`config.mk`:
```
export PLATFORM = sky130hd
export DESIGN_NAME = split_pid_speed_controller_unit_flat
export DESIGN_NICKNAME = d
export VERILOG_FILES = /design/src/hw/rtl/spsc_pkg.sv /design/src/hw/rtl/spsc_if.sv /design/src/hw/rtl/split_pid_speed_controller_unit.sv /design/src/flat_wrapper.sv
export SDC_FILE = /design/constraint.sdc
export NUM_CORES = 2
export LEC_CHECK = 0
export BUFFER_PORTS_ARGS = -buffer_cell sky130_fd_sc_hd__buf_2
export CORE_ASPECT_RATIO = 0.5
export CORE_MARGIN = 2
export CORE_UTILIZATION = 50
export DETAILED_ROUTE_END_ITERATION = 16
export GPL_TIMING_DRIVEN = 1
export PLACE_DENSITY = 0.72
export SETUP_SLACK_MARGIN = 0.5
export SYNTH_ARGS = -nofsm -noshare
export SYNTH_HDL_FRONTEND = slang
export SYNTH_SLANG_ARGS = --single-unit
```
`constraint.sdc`:
```
create_clock -name clk -period 15.2 [get_ports clk]
set_clock_uncertainty 0.15 [all_clocks]
set_input_delay 3.04 -clock clk [delete_from_list [all_inputs] [get_ports clk]]
set_output_delay 3.04 -clock clk [all_outputs]
set_load 0.1 [all_outputs]
```
`src/hw/rtl/spsc_pkg.sv`:
```
// Shared widths, constants, register indexes and sequencer states of the speed controller.
package spsc_pkg;

  localparam int OUTPUT_LIMIT_DEF = 1000;

  localparam int SPD_W = 16;
  localparam int MS_W  = 16;
  localparam int POW_W = 11;
  localparam int CFG_W = 32;
  localparam int IDX_W = 3;

  localparam int EW    = 17;
  localparam int LW    = 18;
  localparam int ACC_W = 40;
  localparam int SW    = 56;
  localparam int NW    = 53;
  localparam int MPW   = 20;
  localparam int DVW   = 20;
  localparam int RW    = DVW + 1;
  localparam int PW    = 16;
  localparam int CW    = $clog2(NW + 1);

  localparam int SCALE_SHIFT = 8;
  localparam int MAG_W       = SW - SCALE_SHIFT;

  localparam logic signed [SPD_W-1:0] TARGET_CLAMP = 16'sd15000;
  localparam logic [MPW-1:0]          MICRO        = 20'd1000000;
  localparam longint                  DEADBAND_THRESHOLD = 64'sd2560000;

  localparam logic [15:0] PROP_GAIN_RST      = 16'd2560;
  localparam logic [15:0] INTEG_GAIN_RST     = 16'd6400;
  localparam logic [15:0] DERIV_GAIN_RST     = 16'd0;
  localparam logic [31:0] INTEGRAL_LIMIT_RST = 32'd1000000;
  localparam logic [9:0]  DEADBAND_RST       = 10'd0;

  localparam logic [IDX_W-1:0] REG_PROP_GAIN      = 3'd0;
  localparam logic [IDX_W-1:0] REG_INTEG_GAIN     = 3'd1;
  localparam logic [IDX_W-1:0] REG_DERIV_GAIN     = 3'd2;
  localparam logic [IDX_W-1:0] REG_INTEGRAL_LIMIT = 3'd3;
  localparam logic [IDX_W-1:0] REG_DEADBAND       = 3'd4;

  typedef enum logic [3:0] {
    ST_IDLE,
    ST_ERR_MS,
    ST_CLAMP,
    ST_PTERM,
    ST_ITERM,
    ST_DPROD,
    ST_DSCALE,
    ST_DDIV,
    ST_DADD,
    ST_DBCHK,
    ST_DBAND,
    ST_SIGN,
    ST_QDIV,
    ST_FIN
  } state_t;

endpackage

```
`src/hw/rtl/spsc_if.sv`:
```
// Valid/ready channel interfaces for the speed controller's sample and power beats.
interface spsc_in_if import spsc_pkg::*; ();
  logic                    valid;
  logic                    ready;
  logic signed [SPD_W-1:0] target_speed;
  logic signed [SPD_W-1:0] measured_speed;
  logic [MS_W-1:0]         elapsed_ms;

  modport source (output valid, target_speed, measured_speed, elapsed_ms, input ready);
  modport sink   (input valid, target_speed, measured_speed, elapsed_ms, output ready);
endinterface

interface spsc_out_if import spsc_pkg::*; ();
  logic                    valid;
  logic                    ready;
  logic signed [POW_W-1:0] drive_power;

  modport source (output valid, drive_power, input ready);
  modport sink   (input valid, drive_power, output ready);
endinterface

```
`src/hw/rtl/split_pid_speed_controller_unit.sv`:
```
// PID speed controller with clamped integral, deadband offset and saturated power output.
//
// A sample beat on in_ch (target, measured speed, elapsed ms) is taken only while the
// sequencer is idle; one item is worked on at a time. A sample with zero elapsed time
// gives no power beat (a zero target still clears the integral and last error). Every
// other sample gives one power beat on out_ch through an output register, so a new
// sample may be taken while the previous power still waits for its receiver.
// The work is done by one shared shift-add multiplier (one multiplier bit per cycle,
// stopping at the top set bit) and one shared restoring divider (one quotient bit per
// cycle). The steps are the error-times-ms multiply, the integral clamp, and the
// proportional, integral and derivative multiplies. A nonzero derivative product is
// then scaled by 10^6 and divided by ms in a 53-step divide. When the deadband offset
// applies, it is a further multiply. Last comes the power quotient divide, which is
// skipped when the power saturates or opposes the target. A zero-target sample goes
// straight to the final state.
// If the receiver stalls, the finished power waits in the final state until the
// output register is free. Synchronous reset returns the sequencer to idle, empties
// the output register, clears the integral and last error and loads the default
// register values. Configuration writes are taken at any edge with wr_en high.
module split_pid_speed_controller_unit import spsc_pkg::*; #(
  parameter int OUTPUT_LIMIT = OUTPUT_LIMIT_DEF
) (
  input  logic             clk,
  input  logic             rst,
  spsc_in_if.sink          in_ch,
  spsc_out_if.source       out_ch,
  input  logic             wr_en,
  input  logic [IDX_W-1:0] wr_index,
  input  logic [CFG_W-1:0] wr_data
);

  localparam int QB = $clog2(OUTPUT_LIMIT + 1);
  localparam logic [MAG_W-1:0] SAT_LEVEL =
    MAG_W'((64'(OUTPUT_LIMIT) + 64'd1) * 64'(MICRO));
  localparam logic signed [SW-1:0] DB_HI  = SW'(DEADBAND_THRESHOLD);
  localparam logic signed [PW-1:0] LIM_PW = PW'(OUTPUT_LIMIT);

  state_t state, state_next;

  logic [15:0] prop_gain;
  logic [15:0] integ_gain;
  logic [15:0] deriv_gain;
  logic [31:0] integral_limit;
  logic [9:0]  deadband;

  logic signed [ACC_W-1:0] acc;
  logic signed [LW-1:0]    last_err;

  logic signed [SPD_W-1:0] tgt;
  logic signed [EW-1:0]    err;
  logic signed [LW-1:0]    diff;
  logic [MS_W-1:0]         ms;

  logic signed [SW-1:0] s_sum;
  logic signed [SW-1:0] prod;
  logic signed [SW-1:0] mcand;
  logic [MPW-1:0]       mplier;
  logic [NW-1:0]        dq;
  logic [RW-1:0]        rem;
  logic [DVW-1:0]       dvs;
  logic [CW-1:0]        cnt;
  logic                 neg;
  logic signed [PW-1:0] power;

  logic                    out_valid;
  logic signed [POW_W-1:0] out_data;

  logic                    in_accept;
  logic                    out_free;
  logic signed [SPD_W-1:0] tgt_in;
  logic signed [EW-1:0]    err_in;
  logic signed [LW-1:0]    diff_in;
  logic signed [SW-1:0]    err_w;
  logic signed [SW-1:0]    err_k;
  logic signed [SW-1:0]    db_w;
  logic signed [SW-1:0]    lim_pos;
  logic signed [SW-1:0]    acc_clamped;
  logic signed [SW-1:0]    prod_step;
  logic [SW-1:0]           abs_prod;
  logic [MAG_W-1:0]        mag;
  logic                    mul_state;
  logic                    mul_done;
  logic                    mul_run;
  logic                    div_run;
  logic [RW-1:0]           rem_sh;
  logic                    div_ge;
  logic [RW-1:0]           rem_step;
  logic                    opp;
  logic                    sat;
  logic signed [PW-1:0]    q_pw;

  assign in_ch.ready = (state == ST_IDLE);
  assign in_accept   = in_ch.valid && in_ch.ready;
  assign out_free    = !out_valid || out_ch.ready;

  always_comb begin
    if (in_ch.target_speed > TARGET_CLAMP) begin
      tgt_in = TARGET_CLAMP;
    end else if (in_ch.target_speed < -TARGET_CLAMP) begin
      tgt_in = -TARGET_CLAMP;
    end else begin
      tgt_in = in_ch.target_speed;
    end
  end

  assign err_in  = EW'(tgt_in) - EW'(in_ch.measured_speed);
  assign diff_in = LW'(err_in) - last_err;

  // Times 1000 as 1024 - 16 - 8.
  assign err_w = SW'(err);
  assign err_k = (err_w <<< 10) - (err_w <<< 4) - (err_w <<< 3);
  assign db_w  = SW'({deadband, {SCALE_SHIFT{1'b0}}});

  assign lim_pos = SW'({1'b0, integral_limit});
  always_comb begin
    if (prod > lim_pos) begin
      acc_clamped = lim_pos;
    end else if (prod < -lim_pos) begin
      acc_clamped = -lim_pos;
    end else begin
      acc_clamped = prod;
    end
  end

  assign mul_state = (state == ST_ERR_MS) || (state == ST_PTERM) || (state == ST_ITERM) ||
                     (state == ST_DPROD) || (state == ST_DSCALE) || (state == ST_DBAND);
  assign mul_done  = (mplier == '0);
  assign mul_run   = mul_state && !mul_done;
  assign prod_step = mplier[0] ? prod + mcand : prod;

  assign div_run  = ((state == ST_DDIV) || (state == ST_QDIV)) && (cnt != '0);
  assign rem_sh   = {rem[RW-2:0], dq[NW-1]};
  assign div_ge   = (rem_sh >= RW'(dvs));
  assign rem_step = div_ge ? rem_sh - RW'(dvs) : rem_sh;

  assign abs_prod = prod[SW-1] ? -prod : prod;
  assign mag      = abs_prod[SW-1:SCALE_SHIFT];
  assign opp      = ((tgt > 0) && (prod < 0)) || ((tgt < 0) && (prod > 0));
  assign sat      = (mag >= SAT_LEVEL);
  assign q_pw     = PW'(dq[QB-1:0]);

  always_ff @(posedge clk) begin
    if (rst) begin
      prop_gain      <= PROP_GAIN_RST;
      integ_gain     <= INTEG_GAIN_RST;
      deriv_gain     <= DERIV_GAIN_RST;
      integral_limit <= INTEGRAL_LIMIT_RST;
      deadband       <= DEADBAND_RST;
    end else if (wr_en) begin
      unique case (wr_index)
        REG_PROP_GAIN:      prop_gain      <= wr_data[15:0];
        REG_INTEG_GAIN:     integ_gain     <= wr_data[15:0];
        REG_DERIV_GAIN:     deriv_gain     <= wr_data[15:0];
        REG_INTEGRAL_LIMIT: integral_limit <= wr_data[31:0];
        REG_DEADBAND:       deadband       <= wr_data[9:0];
        default: ;
      endcase
    end
  end

  always_ff @(posedge clk) begin
    if (rst) begin
      state <= ST_IDLE;
    end else begin
      state <= state_next;
    end
  end

  always_comb begin
    state_next = state;
    unique case (state)
      ST_IDLE: begin
        if (in_accept && (in_ch.elapsed_ms != '0)) begin
          state_next = (tgt_in == '0) ? ST_FIN : ST_ERR_MS;
        end
      end
      ST_ERR_MS: if (mul_done) state_next = ST_CLAMP;
      ST_CLAMP:  state_next = ST_PTERM;
      ST_PTERM:  if (mul_done) state_next = ST_ITERM;
      ST_ITERM:  if (mul_done) state_next = ST_DPROD;
      ST_DPROD:  if (mul_done) state_next = (prod != '0) ? ST_DSCALE : ST_DBCHK;
      ST_DSCALE: if (mul_done) state_next = ST_DDIV;
      ST_DDIV:   if (cnt == '0) state_next = ST_DADD;
      ST_DADD:   state_next = ST_DBCHK;
      ST_DBCHK:  state_next = ST_DBAND;
      ST_DBAND:  if (mul_done) state_next = ST_SIGN;
      ST_SIGN:   state_next = (opp || sat) ? ST_FIN : ST_QDIV;
      ST_QDIV:   if (cnt == '0) state_next = ST_FIN;
      ST_FIN:    if (out_free) state_next = ST_IDLE;
      default:   state_next = ST_IDLE;
    endcase
  end

  // Datapath: the shared multiplier and divider step here, setups happen on phase ends.
  always_ff @(posedge clk) begin
    if (mul_run) begin
      prod   <= prod_step;
      mcand  <= mcand <<< 1;
      mplier <= mplier >> 1;
    end
    if (div_run) begin
      rem <= rem_step;
      dq  <= {dq[NW-2:0], div_ge};
      cnt <= cnt - CW'(1);
    end
    unique case (state)
      ST_IDLE: begin
        if (in_accept) begin
          tgt  <= tgt_in;
          err  <= err_in;
          diff <= diff_in;
          ms   <= in_ch.elapsed_ms;
          if (in_ch.elapsed_ms != '0) begin
            if (tgt_in == '0) begin
              power <= '0;
            end else begin
              prod   <= SW'(acc);
              mcand  <= SW'(err_in);
              mplier <= MPW'(in_ch.elapsed_ms);
            end
          end
        end
      end
      ST_CLAMP: begin
        prod   <= '0;
        mcand  <= err_k;
        mplier <= MPW'(prop_gain);
      end
      ST_PTERM: begin
        if (mul_done) begin
          mcand  <= SW'(acc);
          mplier <= MPW'(integ_gain);
        end
      end
      ST_ITERM: begin
        if (mul_done) begin
          s_sum  <= prod;
          prod   <= '0;
          mcand  <= SW'(diff);
          mplier <= MPW'(deriv_gain);
        end
      end
      ST_DPROD: begin
        if (mul_done && (prod != '0)) begin
          mcand  <= prod;
          prod   <= '0;
          mplier <= MICRO;
        end
      end
      ST_DSCALE: begin
        // The quotient is formed on the magnitude so that it truncates toward zero.
        if (mul_done) begin
          neg <= prod[SW-1];
          dq  <= abs_prod[NW-1:0];
          rem <= '0;
          dvs <= DVW'(ms);
          cnt <= CW'(NW);
        end
      end
      ST_DADD: begin
        s_sum <= neg ? s_sum - SW'(dq) : s_sum + SW'(dq);
      end
      ST_DBCHK: begin
        prod <= s_sum;
        if (s_sum > DB_HI) begin
          mcand  <= db_w;
          mplier <= MICRO;
        end else if (s_sum < -DB_HI) begin
          mcand  <= -db_w;
          mplier <= MICRO;
        end else begin
          mplier <= '0;
        end
      end
      ST_SIGN: begin
        neg <= prod[SW-1];
        if (opp) begin
          power <= '0;
        end else if (sat) begin
          power <= prod[SW-1] ? -LIM_PW : LIM_PW;
        end else begin
          // The quotient is known to fit in QB bits, so the top of the dividend
          // already sits below the divisor.
          rem <= RW'(mag >> QB);
          dq  <= {mag[QB-1:0], {(NW-QB){1'b0}}};
          dvs <= DVW'(MICRO);
          cnt <= CW'(QB);
        end
      end
      ST_QDIV: begin
        if (cnt == '0) begin
          power <= neg ? -q_pw : q_pw;
        end
      end
      default: ;
    endcase
  end

  always_ff @(posedge clk) begin
    if (rst) begin
      acc      <= '0;
      last_err <= '0;
    end else begin
      if ((state == ST_IDLE) && in_accept) begin
        if (in_ch.elapsed_ms == '0) begin
          if (tgt_in == '0) begin
            acc      <= '0;
            last_err <= '0;
          end
        end else begin
          last_err <= LW'(err_in);
          if (tgt_in == '0) begin
            acc <= '0;
          end
        end
      end else if (state == ST_CLAMP) begin
        acc <= acc_clamped[ACC_W-1:0];
      end
    end
  end

  always_ff @(posedge clk) begin
    if (rst) begin
      out_valid <= 1'b0;
    end else if ((state == ST_FIN) && out_free) begin
      out_valid <= 1'b1;
    end else if (out_ch.ready) begin
      out_valid <= 1'b0;
    end
  end

  always_ff @(posedge clk) begin
    if ((state == ST_FIN) && out_free) begin
      out_data <= power[POW_W-1:0];
    end
  end

  assign out_ch.valid       = out_valid;
  assign out_ch.drive_power = out_data;

endmodule

```
`src/flat_wrapper.sv`:
```
// flat-port wrapper written by rule: the top's interface ports become plain ports
module split_pid_speed_controller_unit_flat import spsc_pkg::*;
#(
  parameter int OUTPUT_LIMIT = OUTPUT_LIMIT_DEF
)
  (clk, rst, wr_en, wr_index, wr_data, in_ch_valid, in_ch_target_speed, in_ch_measured_speed, in_ch_elapsed_ms, in_ch_ready, out_ch_valid, out_ch_drive_power, out_ch_ready);
  spsc_in_if in_ch_i ();
  spsc_out_if out_ch_i ();
  input  logic clk;
  input  logic rst;
  input  logic wr_en;
  input  logic [IDX_W-1:0] wr_index;
  input  logic [CFG_W-1:0] wr_data;
  input wire logic [$bits(in_ch_i.valid)-1:0] in_ch_valid;
  input wire logic [$bits(in_ch_i.target_speed)-1:0] in_ch_target_speed;
  input wire logic [$bits(in_ch_i.measured_speed)-1:0] in_ch_measured_speed;
  input wire logic [$bits(in_ch_i.elapsed_ms)-1:0] in_ch_elapsed_ms;
  output wire logic [$bits(in_ch_i.ready)-1:0] in_ch_ready;
  output wire logic [$bits(out_ch_i.valid)-1:0] out_ch_valid;
  output wire logic [$bits(out_ch_i.drive_power)-1:0] out_ch_drive_power;
  input wire logic [$bits(out_ch_i.ready)-1:0] out_ch_ready;
  assign in_ch_i.valid = in_ch_valid;
  assign in_ch_i.target_speed = in_ch_target_speed;
  assign in_ch_i.measured_speed = in_ch_measured_speed;
  assign in_ch_i.elapsed_ms = in_ch_elapsed_ms;
  assign in_ch_ready = in_ch_i.ready;
  assign out_ch_valid = out_ch_i.valid;
  assign out_ch_drive_power = out_ch_i.drive_power;
  assign out_ch_i.ready = out_ch_ready;
  split_pid_speed_controller_unit #(.OUTPUT_LIMIT(OUTPUT_LIMIT)) u_core (.clk(clk), .rst(rst), .in_ch(in_ch_i), .out_ch(out_ch_i), .wr_en(wr_en), .wr_index(wr_index), .wr_data(wr_data));
endmodule
```
# --- Word-level counts from Yosys, hierarchy flattened ---
# Cells that the tools add are included.
classes:
  addsub: 13
  magnitude_cmp: 12
  n_eq_ne: 35
  muxes: 88
  reduce_logical: 47
op_table:
  columns: ["cell", "n"]
  rows:
  - ["$mux W56", 19]
  - ["$pmux W56 S6", 1]
  - ["$pmux W56 S5", 1]
  - ["$mux W20", 12]
  - ["$mux W53", 4]
  - ["$mux W40", 5]
  - ["$pmux W20 S6", 1]
  - ["$pmux W56 S2", 1]
  - ["$pmux W53 S2", 1]
  - ["$mux W21", 5]
  - ["$mux W11", 8]
  - ["$add A56 B53 Y56", 1]
  - ["$add A56 B56 Y56", 1]
  - ["$gt A56 B1 Y1 const B", 1]
  - ["$gt A56 B23 Y1 const B", 1]
  - ["$gt A56 B33 Y1", 1]
  - ["$lt A56 B1 Y1 const B", 1]
  - ["$lt A56 B23 Y1 const B", 1]
  - ["$lt A56 B56 Y1", 1]
  - ["$neg A18 Y56", 1]
  - ["$neg A32 Y56", 1]
  - ["$neg A56 Y56", 1]
  - ["$pmux W4 S14", 1]
  - ["$reduce_bool A56 Y1", 1]
  - ["other kinds (50)", 124]
word_totals:
  reg_bits: 531
  out_inout_bits: 13

# --- Depth between registers and ports, before layout ---
logic_depth:
  ltp_word: 12
  mapped_depth: 27
  mapped_depth_nobuf: 26

# --- Worst setup path before layout ---
# OpenSTA, ideal clock, no wires.
synth_path:
  kind: "in2reg"
  start: "input port in_ch_target_speed[15]"
  end: "register u_core.diff[14], data pin"
  arrival_ns: 8.007
  required_ns: 14.892
  slack_ns: 6.885
  cell_stages: 21
  n_path_buf: 0
  cell_sequence: "or4_1 a311o_1 a21oi_1 o22ai_1 nor2_1 nand2_1 ha_1 inv_1 fa_1 fa_1 a21o_1 a21oi_1 o21ai_0 a21oi_1 o21ai_0 a21oi_1 o21bai_1 a2111oi_0 or3_1 or4b_2 o211ai_1"
synth_via:
  elab_chain_cells: 5
  elab_cells_between_ends: 6
synth_rtl:
  columns: ["item", "line_no", "rtl"]
  rows:
  - ["start: declaration", "flat_wrapper.sv:15", "input wire logic [$bits(in_ch_i.target_speed)-1:0] in_ch_target_speed;"]
  - ["$lt A16 B15 Y1", "split_pid_speed_controller_unit.sv:99", "end else if (in_ch.target_speed < -TARGET_CLAMP) begin"]
  - ["$mux W16", "split_pid_speed_controller_unit.sv:99", null]
  - ["$mux W16 (*)", "split_pid_speed_controller_unit.sv:97", "if (in_ch.target_speed > TARGET_CLAMP) begin"]
  - ["$sub A16 B16 Y17 (*)", "split_pid_speed_controller_unit.sv:106", "assign err_in = EW'(tgt_in) - EW'(in_ch.measured_speed);"]
  - ["via u_core.err_in[1]", "split_pid_speed_controller_unit.sv:71", "logic signed [EW-1:0] err_in;"]
  - ["$sub A17 B18 Y18 (*)", "split_pid_speed_controller_unit.sv:107", "assign diff_in = LW'(err_in) - last_err;"]
  - ["via u_core.diff_in[14]", "split_pid_speed_controller_unit.sv:72", "logic signed [LW-1:0] diff_in;"]
  - ["end signal: assignment", "split_pid_speed_controller_unit.sv:211", "diff <= diff_in;"]
  - ["end: declaration", "split_pid_speed_controller_unit.sv:51", "logic signed [LW-1:0] diff;"]
# Mark *: on every way through the listed nets, which the timed path passes. The rest lies on a longest branch.
# A chain may end at the register's enable or synchronous reset.

# --- Worst setup path in the final report ---
layout_path:
  start: "input port in_ch_target_speed[15]"
  end: "register u_core.diff[14], data pin"
layout_via:
  elab_chain_cells: 5
  elab_cells_between_ends: 6
layout_rtl:
  columns: ["item", "line_no", "rtl"]
  rows:
  - ["$lt A16 B15 Y1", "split_pid_speed_controller_unit.sv:99", null]
  - ["$mux W16", "split_pid_speed_controller_unit.sv:99", null]
  - ["$mux W16 (*)", "split_pid_speed_controller_unit.sv:97", null]
  - ["via u_core.tgt_in[1]", "split_pid_speed_controller_unit.sv:70", "logic signed [SPD_W-1:0] tgt_in;"]
  - ["$sub A16 B16 Y17 (*)", "split_pid_speed_controller_unit.sv:106", null]
  - ["via u_core.err_in[3]", "split_pid_speed_controller_unit.sv:71", null]
  - ["$sub A17 B18 Y18 (*)", "split_pid_speed_controller_unit.sv:107", null]
  - ["via u_core.diff_in[14]", "split_pid_speed_controller_unit.sv:72", null]
# Marked as above.

==> impl_results.md <==
* Status: finished, final reports clean
* P_leak at 18.2 nW
* Post-layout net count at 5487
* Worst Tran Pin Value at 1.39 ns
* Vias after detailed routing at 41500
* Setup crit end kind: flop
* Mapped Nets at 5532
* Syn-to-layout area delta at 8.12%
* CP cell instances: buf_2 > or4_1 > a311o_1 > a21oi_1 > o22ai_1 > nor2_1 > and2_1 > ha_1 > nor2b_1 > o21ai_0 > a21boi_0 > nor2_1 > ha_1 > a21oi_1 > o21ai_0 > a21oi_1 > o21ai_0 > a21oi_1 > o21bai_1 > a2111oi_0 > or3_1 > or4b_2 > o211ai_1
* Drt wl/cell at roughly 26 um
* Slew Viols, Final at 0
* Mapped Avg Cell Area at 7.98 um^2
* Layout cell share with drive strength beyond 1 at 8.00%
* Max incr delay on CP at ~0.65 ns
* Pwr/cell area at 191 nW/um^2
* Antenna viol nets, final at 0
* Switching share of power at between 40% and 50%
* P_sw at 4.11 mW
* CP top delay family: compound AO/OA/AOI/OAI gates
* CTS sink count at 526
* Post-CTS Hold Fix Bufs at 0
* Pint at 4.37 mW
* # rows at between 70 and 80
* Worst hold margin at ~0.27 ns
* HP Class: reg -> reg
* Peak supply drop at between 0.1 and 0.15 mV
* Slew margin rel. at 6.67%
* # fillers at 7679
* CTS root buf: clkbuf_16
* Core region area at 81500 um^2
* Max-cap violations at 0
* Ys async rst share at 0%
* GR Overflow Total at 0
* CP Data Arrival Time at 9.13 ns
* Post-synth EDFFs at 163
* M1 wire length at around 70000 um
* Max Fclk at ~0.11 GHz
* Global Route Usage Sum at a little over a third
* Tcrit/Tclk final at between 50% and 60%
* CP required at 15.54 ns
* Dpl hpwl at roughly 120000 um
* Clock network power share at 17.8%
* DR top layer: met4
* Clock input transition at the sequential cells of the worst setup and hold paths at 0.07 ns
* Setup CP Type: in -> reg
* Crit path max-delay cell type: a2111oi_0
* Die Y at 207 um
* RSZ-0062 raised after global routing: false
* Worst skew pair latency at 0.66 ns
* Initial antenna violation count at 2
* Via density per instance at 6.64
* First-pass GRT wire length at between 200000 and 250000 um
* Num CTS Buffers at 53
* Initial Util at around 50%
* # setup viols final at 0
* Clock buffer depth at 3
* Unique cell type count in the Yosys netlist at 102
* Seq/Total Area, Yosys at 29.6%
* Cell area after synthesis at between 40000 and 50000 um^2
* Die footprint at between 80000 and 90000 um^2
* TritonCTS clock tree: yes
* Post-CTS Resized at 0
* DR iter-0 viols at 5967
* Number of synthesized register bits at 526
* Crit-path max FO at 9
* Routed length on met3 at 24700 um
* Io pins at approximately 100
* Fin crit period at slightly below 9 ns
* Comb pwr share at between 50% and 60%
* Setup TNS at 0 ns
* Routability cong. at 1.00
* Vias in the first global route at 37200
* Top cell by count, worst path: a21oi_1
* Fin. Hold Viols at 0
* CTS H-tree lvls at 2
* Largest net degree at the start of global routing at 90
* Post-CTS Setup Bufs at 0
* I/O Buffers at 100
* Sequential power share at 25.2%
* Drt pass-1 iters at 7
* CP Launch Type: input pin
* Final wirelength at 161000 um
* Die Width at 409 um
* DR WL met2 at 62400 um
* Yosys warns at 0
* Synth Flop Type: dfxtp_1
* Buf+Inv Stages, Crit Path at 1
* Cells after Synth at roughly 5100
* Drc violations at 0
metrics by stage:
step / utilization, % / worst slack (ns) / instance area, um^2 / power, mW / std cells
final: 54.4 / 6.41 / 44400 / 8.48 / 6244
after global routing: 54.4 / 5.79 / 44400 / 8.87 / 6241
after CTS: 54.4 / 6.46 / 44400 / 8.27 / 6241
after detailed placement: 52.1 / 5.85 / 42400 / 6.76 / 6142
after global placement: 52.1 / 5.95 / 42400 / 6.70 / 6142
after floorplan: - / 6.88 / 41000 / 5.30 / 5140
sequential cells by signal, indices dropped and copies added, names as in the netlist, 10 cells and up:
signal / count
u_core.acc: 40
u_core.deadband: 10
u_core.deriv_gain: 16
u_core.diff: 18
u_core.dq: 53
u_core.dvs: 17
u_core.err: 17
u_core.integ_gain: 16
u_core.integral_limit: 32
u_core.last_err: 17
u_core.mcand: 56
u_core.mplier: 20
u_core.ms: 16
u_core.out_ch.drive_power: 11
u_core.power: 11
u_core.prod: 56
u_core.prop_gain: 16
u_core.rem: 20
u_core.s_sum: 56
u_core.tgt: 16
area by class of cell:
class | instances | area (um^2) | share of cell area [%]
Antenna cell | 3 | 7.51 | 0.0169
Sequential cell | 526 | 12200 | 27.4
Tap cell | 1102 | 1380 | 3.11
Timing Repair Buffer | 207 | 1310 | 2.94
Clock inverter | 26 | 372 | 0.838
Clock buffer | 73 | 1540 | 3.46
Inverter | 225 | 845 | 1.90
Multi-Input combinational cell | 4082 | 26800 | 60.3
layout by cell type, fill, tap and decap left out, types with 75 or more instances in the layout:
master    instances
buf_2            99
buf_4           108
dfxtp_1         362
nor3_1           89
mux2i_1         148
xnor2_1         203
ha_1            289
nor2_1          339
xor2_1           93
nand4_1          75
edfxtp_1        163
o21ai_0         383
nand2_1         721
a21o_1          134
nand3_1          98
inv_1           225
a21oi_1         420
per-layer routing:
metal	GRT usage (%)	vias to the layer above
li1	-	18700
met1	52.9	19900
met2	50.1	2528
met3	13.0	365
met4	11.1	0
met5	0	-
power groups by stage:
stage	Sequential (mW)	Clock (mW)	Combinational, mW
after floorplan	1.99	0	3.31
after global placement	2.13	0	4.56
after detailed placement	2.14	0	4.63
after CTS	2.11	1.50	4.65
after global routing	2.15	1.56	5.16
final	2.14	1.51	4.84
worst reg2reg max path: stages, from the launching register on:
cell and delay, ns:
dfxtp_1 0.38, inv_1 0.14, ha_1 0.20, or3b_2 0.48, or3_1 0.36, or3_1 0.35, nor3_1 0.22, buf_4 0.21
nand2_1 0.17, nor3_1 0.30, nand2_1 0.18, nor2_1 0.40, nor2_1 0.10, xnor2_1 0.17, ha_1 0.37, and3_1 0.24
and2_1 0.21, a221o_1 0.33, a21o_1 0.19, a21oi_1 0.15, nor2b_1 0.08, or4_1 0.42, o31ai_1 0.53, o21ai_0 0.33
xnor2_1 0.20, o21ai_0 0.08
cell usage after synthesis (all sizes together), types with 33 or more instances:
| master | count | area share, % |
|---|---|---|
| nand2 | 724 | 6.6 |
| a21oi | 444 | 5.6 |
| o21ai | 419 | 5.1 |
| dfxtp | 363 | 18 |
| nor2 | 343 | 3.1 |
| ha | 289 | 8.8 |
| clkbuf | 241 | 2.2 |
| inv | 225 | 2.1 |
| xnor2 | 204 | 4.4 |
| edfxtp | 163 | 12 |
| mux2i | 148 | 3.6 |
| a21o | 134 | 2.5 |
| nand3 | 101 | 1.3 |
| nor3 | 94 | 1.1 |
| xor2 | 93 | 2.0 |
| nand4 | 76 | 1.2 |
| a22oi | 70 | 1.3 |
| a221oi | 67 | 1.4 |
| buf | 64 | 1.1 |
| nor4 | 58 | 1.0 |
| nor2b | 57 | 0.87 |
| a221o | 52 | 1.3 |
| a31oi | 47 | 0.72 |
| and3 | 44 | 0.67 |
| o31ai | 44 | 0.86 |
| o21a | 43 | 0.79 |
| and2 | 41 | 0.63 |
| or3 | 39 | 0.62 |
| nand2b | 37 | 0.56 |
| o211ai | 33 | 0.62 |
cells by family after synthesis:
family | Yosys count | share of synthesized area, %
multiplexers | 154 | 3.78
flip-flops | 526 | 29.6
adder cells (fa/ha/maj) | 304 | 9.55
AND/OR/NAND/NOR | 1717 | 19.7
AO/OA/AOI/OAI | 1610 | 25.5
XOR/XNOR | 297 | 6.34
buffers and inverters | 532 | 5.43
path summary, 6_finish.rpt:
path / from / endpoint / slack (ns) / cells past startpoint
hold reg to reg: u_core.power[1] / u_core.out_ch.drive_power[1] / 0.27 / 0
setup reg to reg: u_core.dq[0] / u_core.s_sum[49] / 8.00 / 25
hold / removal: u_core.power[1] / u_core.out_ch.drive_power[1] / 0.27 / 0
setup / recovery: in_ch_target_speed[15] / u_core.diff[14] / 6.41 / 23
No activity file was read; power rests on OpenSTA's default activity.
